--- config.mk ---
export PLATFORM = sky130hd
export DESIGN_NAME = window_occlusion_culler
export DESIGN_NICKNAME = d
export VERILOG_FILES = /design/src/rtl/woc_pkg.sv /design/src/rtl/woc_in_stage.sv /design/src/rtl/woc_region.sv /design/src/rtl/window_occlusion_culler.sv
export SDC_FILE = /design/constraint.sdc
export NUM_CORES = 2
export LEC_CHECK = 0
export ABC_AREA = 1
export ABC_CLOCK_PERIOD_IN_PS = 34800
export BUFFER_PORTS_ARGS = -buffer_cell sky130_fd_sc_hd__buf_2
export CELL_PAD_IN_SITES_DETAIL_PLACEMENT = 2
export CELL_PAD_IN_SITES_GLOBAL_PLACEMENT = 2
export CORE_MARGIN = 3
export CORE_UTILIZATION = 41
export CTS_BUF_LIST = sky130_fd_sc_hd__clkbuf_4 sky130_fd_sc_hd__clkbuf_8 sky130_fd_sc_hd__clkbuf_16
export DETAILED_ROUTE_END_ITERATION = 8
export PLACE_DENSITY_LB_ADDON = 0.1
export SLEW_MARGIN = 20
export SYNTH_ARGS = -nofsm -noshare
export SYNTH_HDL_FRONTEND = slang
export SYNTH_HIERARCHICAL = 1
export SYNTH_SLANG_ARGS = --single-unit
--- constraint.sdc ---
create_clock -name clk -period 34.8 [get_ports clk]
set_input_delay 8.7 -clock clk [delete_from_list [all_inputs] [get_ports clk]]
set_output_delay 8.7 -clock clk [all_outputs]
set_load 0.01 [all_outputs]
--- src/rtl/woc_pkg.sv ---
`default_nettype none
package woc_pkg;

  // Field widths
  localparam int COORD_BITS = 16;
  localparam int AREA_BITS  = 32;
  localparam int PROD_BITS  = 2 * COORD_BITS;

  // Input word modes
  localparam logic MODE_LOAD = 1'b0;
  localparam logic MODE_TEST = 1'b1;

  typedef logic signed [COORD_BITS-1:0] coord_t;
  typedef logic        [COORD_BITS-1:0] dim_t;
  typedef logic        [AREA_BITS-1:0]  area_t;

  // One input word
  typedef struct packed {
    logic   mode;
    coord_t win_x1;
    coord_t win_y1;
    coord_t win_x2;
    coord_t win_y2;
    dim_t   win_width;
    dim_t   win_height;
  } win_word_t;

  // One result word
  typedef struct packed {
    logic   paint_needed;
    coord_t region_x1;
    coord_t region_y1;
    coord_t region_x2;
    coord_t region_y2;
  } res_word_t;

  // Rectangle edges
  typedef struct packed {
    coord_t x1;
    coord_t y1;
    coord_t x2;
    coord_t y2;
  } rect_t;

  // Area is the product kept modulo 2^AREA_BITS
  function automatic area_t area_of(dim_t w, dim_t h);
    logic [PROD_BITS-1:0] prod;
    prod = PROD_BITS'(w) * PROD_BITS'(h);
    return AREA_BITS'(prod);
  endfunction

endpackage
`default_nettype wire

--- src/rtl/woc_in_stage.sv ---
`default_nettype none
module woc_in_stage (
  input  wire logic              clk,
  input  wire logic              rst_n,
  input  wire logic              in_valid,
  output logic                   in_stall,
  input  wire woc_pkg::win_word_t in_word,
  input  wire logic              advance,
  output logic                   s1_valid,
  output woc_pkg::win_word_t     s1_word,
  output woc_pkg::area_t         s1_area
);

  logic               s1_valid_r, s1_valid_nxt;
  woc_pkg::win_word_t s1_word_r;
  woc_pkg::area_t     s1_area_r;
  logic               take;

  // Hold the word while the update stage cannot move it on
  assign in_stall = s1_valid_r && !advance;
  assign take     = in_valid && !in_stall;

  always_comb begin
    s1_valid_nxt = s1_valid_r;
    if (!s1_valid_r || advance) begin
      s1_valid_nxt = in_valid;
    end
  end

  always_ff @(posedge clk) begin
    if (!rst_n) begin
      s1_valid_r <= 1'b0;
    end else begin
      s1_valid_r <= s1_valid_nxt;
    end
  end

  // Capture the word and its window area
  always_ff @(posedge clk) begin
    if (take) begin
      s1_word_r <= in_word;
      s1_area_r <= woc_pkg::area_of(in_word.win_width, in_word.win_height);
    end
  end

  assign s1_valid = s1_valid_r;
  assign s1_word  = s1_word_r;
  assign s1_area  = s1_area_r;

endmodule
`default_nettype wire

--- src/rtl/woc_region.sv ---
`default_nettype none
module woc_region (
  input  wire logic               clk,
  input  wire logic               rst_n,
  input  wire logic               upd,
  input  wire woc_pkg::win_word_t win,
  input  wire woc_pkg::area_t     win_area,
  output woc_pkg::res_word_t      res
);

  woc_pkg::rect_t ig_r, ig_nxt;
  woc_pkg::area_t ig_area_r, ig_area_nxt;
  woc_pkg::rect_t win_rect;
  woc_pkg::rect_t ov;
  woc_pkg::dim_t  ov_w;
  woc_pkg::dim_t  ov_h;
  woc_pkg::area_t ov_area;
  logic           encl;
  logic           meets;
  logic           paint;

  // Region update for one window
  always_comb begin
    win_rect = '{x1: win.win_x1, y1: win.win_y1, x2: win.win_x2, y2: win.win_y2};

    encl = ($signed(ig_r.x1) <= $signed(win_rect.x1)) &&
           ($signed(ig_r.y1) <= $signed(win_rect.y1)) &&
           ($signed(ig_r.x2) >= $signed(win_rect.x2)) &&
           ($signed(ig_r.y2) >= $signed(win_rect.y2));

    // touching edges count as overlap
    meets = !(($signed(ig_r.x1) > $signed(win_rect.x2)) ||
              ($signed(win_rect.x1) > $signed(ig_r.x2)) ||
              ($signed(ig_r.y1) > $signed(win_rect.y2)) ||
              ($signed(win_rect.y1) > $signed(ig_r.y2)));

    ov.x1 = ($signed(ig_r.x1) > $signed(win_rect.x1)) ? ig_r.x1 : win_rect.x1;
    ov.y1 = ($signed(ig_r.y1) > $signed(win_rect.y1)) ? ig_r.y1 : win_rect.y1;
    ov.x2 = ($signed(ig_r.x2) < $signed(win_rect.x2)) ? ig_r.x2 : win_rect.x2;
    ov.y2 = ($signed(ig_r.y2) < $signed(win_rect.y2)) ? ig_r.y2 : win_rect.y2;

    // size wraps for malformed rectangles
    ov_w    = woc_pkg::dim_t'(ov.x2 - ov.x1);
    ov_h    = woc_pkg::dim_t'(ov.y2 - ov.y1);
    ov_area = woc_pkg::area_of(ov_w, ov_h);

    ig_nxt      = ig_r;
    ig_area_nxt = ig_area_r;
    paint       = 1'b0;
    if (win.mode == woc_pkg::MODE_LOAD) begin
      ig_nxt      = win_rect;
      ig_area_nxt = win_area;
    end else if (!encl) begin
      paint = 1'b1;
      if (win_area > ig_area_r) begin
        ig_nxt      = win_rect;
        ig_area_nxt = win_area;
      end
      if (meets && (ov_area > ig_area_nxt)) begin
        ig_nxt      = ov;
        ig_area_nxt = ov_area;
      end
    end

    res = '{paint_needed: paint, region_x1: ig_nxt.x1, region_y1: ig_nxt.y1,
            region_x2: ig_nxt.x2, region_y2: ig_nxt.y2};
  end

  // Ignore region and its area
  always_ff @(posedge clk) begin
    if (!rst_n) begin
      ig_r      <= '0;
      ig_area_r <= '0;
    end else if (upd) begin
      ig_r      <= ig_nxt;
      ig_area_r <= ig_area_nxt;
    end
  end

endmodule
`default_nettype wire

--- src/rtl/window_occlusion_culler.sv ---
`default_nettype none
// Occlusion culler for window rectangles. Each input word either loads the
// ignore region (mode 0) or tests a window against it (mode 1); every word
// yields exactly one result word with the paint flag and the region as it
// stands after that word. One word is taken per clock cycle when the output
// side does not stall. Its result word passes through the input register
// and the result register, which holds it while the output side stalls.
// The window area is multiplied in the input register stage; the region
// update (containment and overlap compares, overlap multiply, area compare)
// is combinational between the two registers because each window works
// on the region the previous one left behind.
module window_occlusion_culler (
  input  wire logic               clk,
  input  wire logic               rst_n,
  input  wire logic               in_valid,
  output logic                    in_stall,
  input  wire woc_pkg::win_word_t in_word,
  output logic                    out_valid,
  input  wire logic               out_stall,
  output woc_pkg::res_word_t      out_word
);

  logic               advance;
  logic               upd;
  logic               s1_valid;
  woc_pkg::win_word_t s1_word;
  woc_pkg::area_t     s1_area;
  woc_pkg::res_word_t res;
  logic               out_valid_r, out_valid_nxt;
  woc_pkg::res_word_t out_word_r;

  // Output register frees up when empty or being taken
  assign advance = !out_valid_r || !out_stall;
  assign upd     = s1_valid && advance;

  woc_in_stage u_in (
    .clk      (clk),
    .rst_n    (rst_n),
    .in_valid (in_valid),
    .in_stall (in_stall),
    .in_word  (in_word),
    .advance  (advance),
    .s1_valid (s1_valid),
    .s1_word  (s1_word),
    .s1_area  (s1_area)
  );

  woc_region u_region (
    .clk      (clk),
    .rst_n    (rst_n),
    .upd      (upd),
    .win      (s1_word),
    .win_area (s1_area),
    .res      (res)
  );

  // Result register
  always_comb begin
    out_valid_nxt = out_valid_r;
    if (advance) begin
      out_valid_nxt = s1_valid;
    end
  end

  always_ff @(posedge clk) begin
    if (!rst_n) begin
      out_valid_r <= 1'b0;
    end else begin
      out_valid_r <= out_valid_nxt;
    end
  end

  always_ff @(posedge clk) begin
    if (upd) begin
      out_word_r <= res;
    end
  end

  assign out_valid = out_valid_r;
  assign out_word  = out_word_r;

endmodule
`default_nettype wire

==> flow_metrics.env <==
export IMPL_rows=110
export IMPL_cts_max_path_buffers=3
export IMPL_hpwl_um=114000
export IMPL_ys_warn_count=6
export IMPL_maxCapViolations=0
export IMPL_placed_area_mm2=0.0392
export IMPL_synth_cells=5050
export IMPL_overflow=0
export IMPL_status="complete, no violations"
export IMPL_worstPathRequired_ns=26.10
export IMPL_drive_gt1_share_pct=8.09
export IMPL_timing_rr_start="u_in/s1_word[81]$_DFFE_PP_"
export IMPL_wirelength_um=147000
export IMPL_wl_per_cell_um=23.4
export IMPL_numCtsBuffers=35
export IMPL_syn_num_nets=5961
export IMPL_grt_pass1_wl_um=231000
export IMPL_dieWidth_um=308
export IMPL_min_from="u_region/ig_r[27]$_SDFFE_PN0P_"
export IMPL_hp_class="reg2reg"
export IMPL_worst_pin_slew_ns=1.19
export IMPL_grt_max_degree=131
export IMPL_ant_nets=0
export IMPL_critPathCaptureType="output pin"
export IMPL_period_share_pct=52.7
export IMPL_path_class="in2out"
export IMPL_max_clock_freq_mhz=54.5
export IMPL_die_h_um=308
export IMPL_crit_start="out_stall"
export IMPL_cts_tree="built"
export IMPL_skew_ns=0.0372
export IMPL_path_max_fanout=2
export IMPL_min_period_ns=18.35
export IMPL_first_pass_iters=7
export IMPL_cts_setup_buffers=0
export IMPL_grt_use_total_pct=31.3
export IMPL_post_route_cell_area_mm2=0.0404
export IMPL_grt_pass1_vias=40100
export IMPL_cts_resized=0
export IMPL_hold_ws_ns=0.496
export IMPL_htreeDepth=2
export IMPL_start_util_pct=41.4
export IMPL_setup_viol=0
export IMPL_place_gp_congestion=0.875
export IMPL_vias_per_cell=5.53
export IMPL_syn_to_final_growth_pct=7.85
export IMPL_hold_violations=0
export IMPL_route_detailed_drc=0
export IMPL_syn_area_mm2=0.0374
export IMPL_fillers=10600
export IMPL_slew_headroom_pct=20.8
export IMPL_core_area_mm2=0.0903
export IMPL_reg2reg_slack_ns=18.52
export IMPL_clk_pin_slew_ns=0.06
export IMPL_io_buffers=167
export IMPL_cp_arrival_ns=9.65
export IMPL_cp_start_kind="primary input"
export IMPL_final_max_slew_viol_count=0
export IMPL_vias=34800
export IMPL_rsz0062_at_grt="no"
export IMPL_cts_sinks=260
export IMPL_drt_iter0_drc=1837
export IMPL_fin_setup_tns_ns=0
export IMPL_antenna_found_initial=3
export IMPL_finish_utilization_pct=44.7
export IMPL_io_pins=168
export IMPL_synth_area_per_cell_um2=7.41
export IMPL_nets=5991
export IMPL_die_area_mm2=0.0949
export IMPL_clock_latency_ns=0.62
export IMPL_cts_root_buf="clkbuf_16"
export IMPL_hold_buffers=0
[routing by layer]
| metal | up-vias | GRT usage, % | share of wire, % |
|---|---|---|---|
| li1 | 15900 | - | - |
| met1 | 17900 | 39.5 | 43 |
| met2 | 738 | 56.4 | 51 |
| met3 | 231 | 2.93 | 3.6 |
| met4 | 2 | 10.0 | 3.0 |
| met5 | - | 0 | 0.0054 |
[final timing paths]
kind,end,cells after the start
setup / recovery,in_stall,6
hold / removal,u_region/ig_r[27]$_SDFFE_PN0P_,2
hold reg to reg,u_region/ig_r[27]$_SDFFE_PN0P_,2
setup reg to reg,u_region/ig_area_r[13]$_SDFFE_PN0P_,66
[worst max-delay path: stages]
cell and delay (ns):
buf_2 0.13, nand2_2 0.07, inv_1 0.15, nand2_1 0.21
inv_1 0.17, buf_2 0.22
[sequential cells by signal, summed over array words and instances, names as in the netlist]
| name | flops |
|---|---|
| u_region/ig_area_r | 32 |
| out_valid | 1 |
| u_in/s1_area | 32 |
| u_in/s1_word | 65 |
| u_region/ig_r | 64 |
| out_word | 65 |
| u_in/s1_valid | 1 |
[through the flow]
step / worst slack, ns / cells
after detailed placement: 16.52 / 6218
after global placement: 16.52 / 6218
after global routing: 16.45 / 6285
final: 16.45 / 6285
after CTS: 16.51 / 6282
after floorplan: 17.16 / 5050
[cell usage in the layout (no fill, tap or decap), types with 11 or more instances in the layout]
| master | count |
|---|---|
| buf_2 | 167 |
| clkinv_1 | 11 |
| nand3_2 | 19 |
| nand4_1 | 37 |
| o211ai_1 | 76 |
| fa_1 | 389 |
| o21a_1 | 12 |
| a21oi_1 | 317 |
| xor2_1 | 39 |
| nand3_1 | 235 |
| inv_2 | 13 |
| nand2_2 | 38 |
| ha_1 | 421 |
| nor2_2 | 39 |
| nor2_1 | 207 |
| nand2_1 | 1371 |
| inv_1 | 973 |
| dfxtp_1 | 98 |
| xnor2_1 | 16 |
| nand2_4 | 12 |
| nor3_1 | 14 |
| o21ai_0 | 266 |
| edfxtp_1 | 162 |
| clkbuf_16 | 35 |
| buf_4 | 29 |
[area by class of cell]
| class | instances | area (um2) | share of cell area (%) |
|---|---|---|---|
| clock buffers | 42 | 941 | 2.33 |
| repair buffers | 198 | 1100 | 2.73 |
| well taps | 1176 | 1470 | 3.65 |
| flip-flops and latches | 260 | 6830 | 16.9 |
| clock inverters | 22 | 178 | 0.440 |
| diodes | 2 | 5.00 | 0.0124 |
| multi-input cells | 3593 | 26100 | 64.7 |
| inverters | 992 | 3730 | 9.23 |
Power is left out: the tool's default activity adds up to more than one toggle a clock period on the data nets, which glitch-free logic cannot reach.
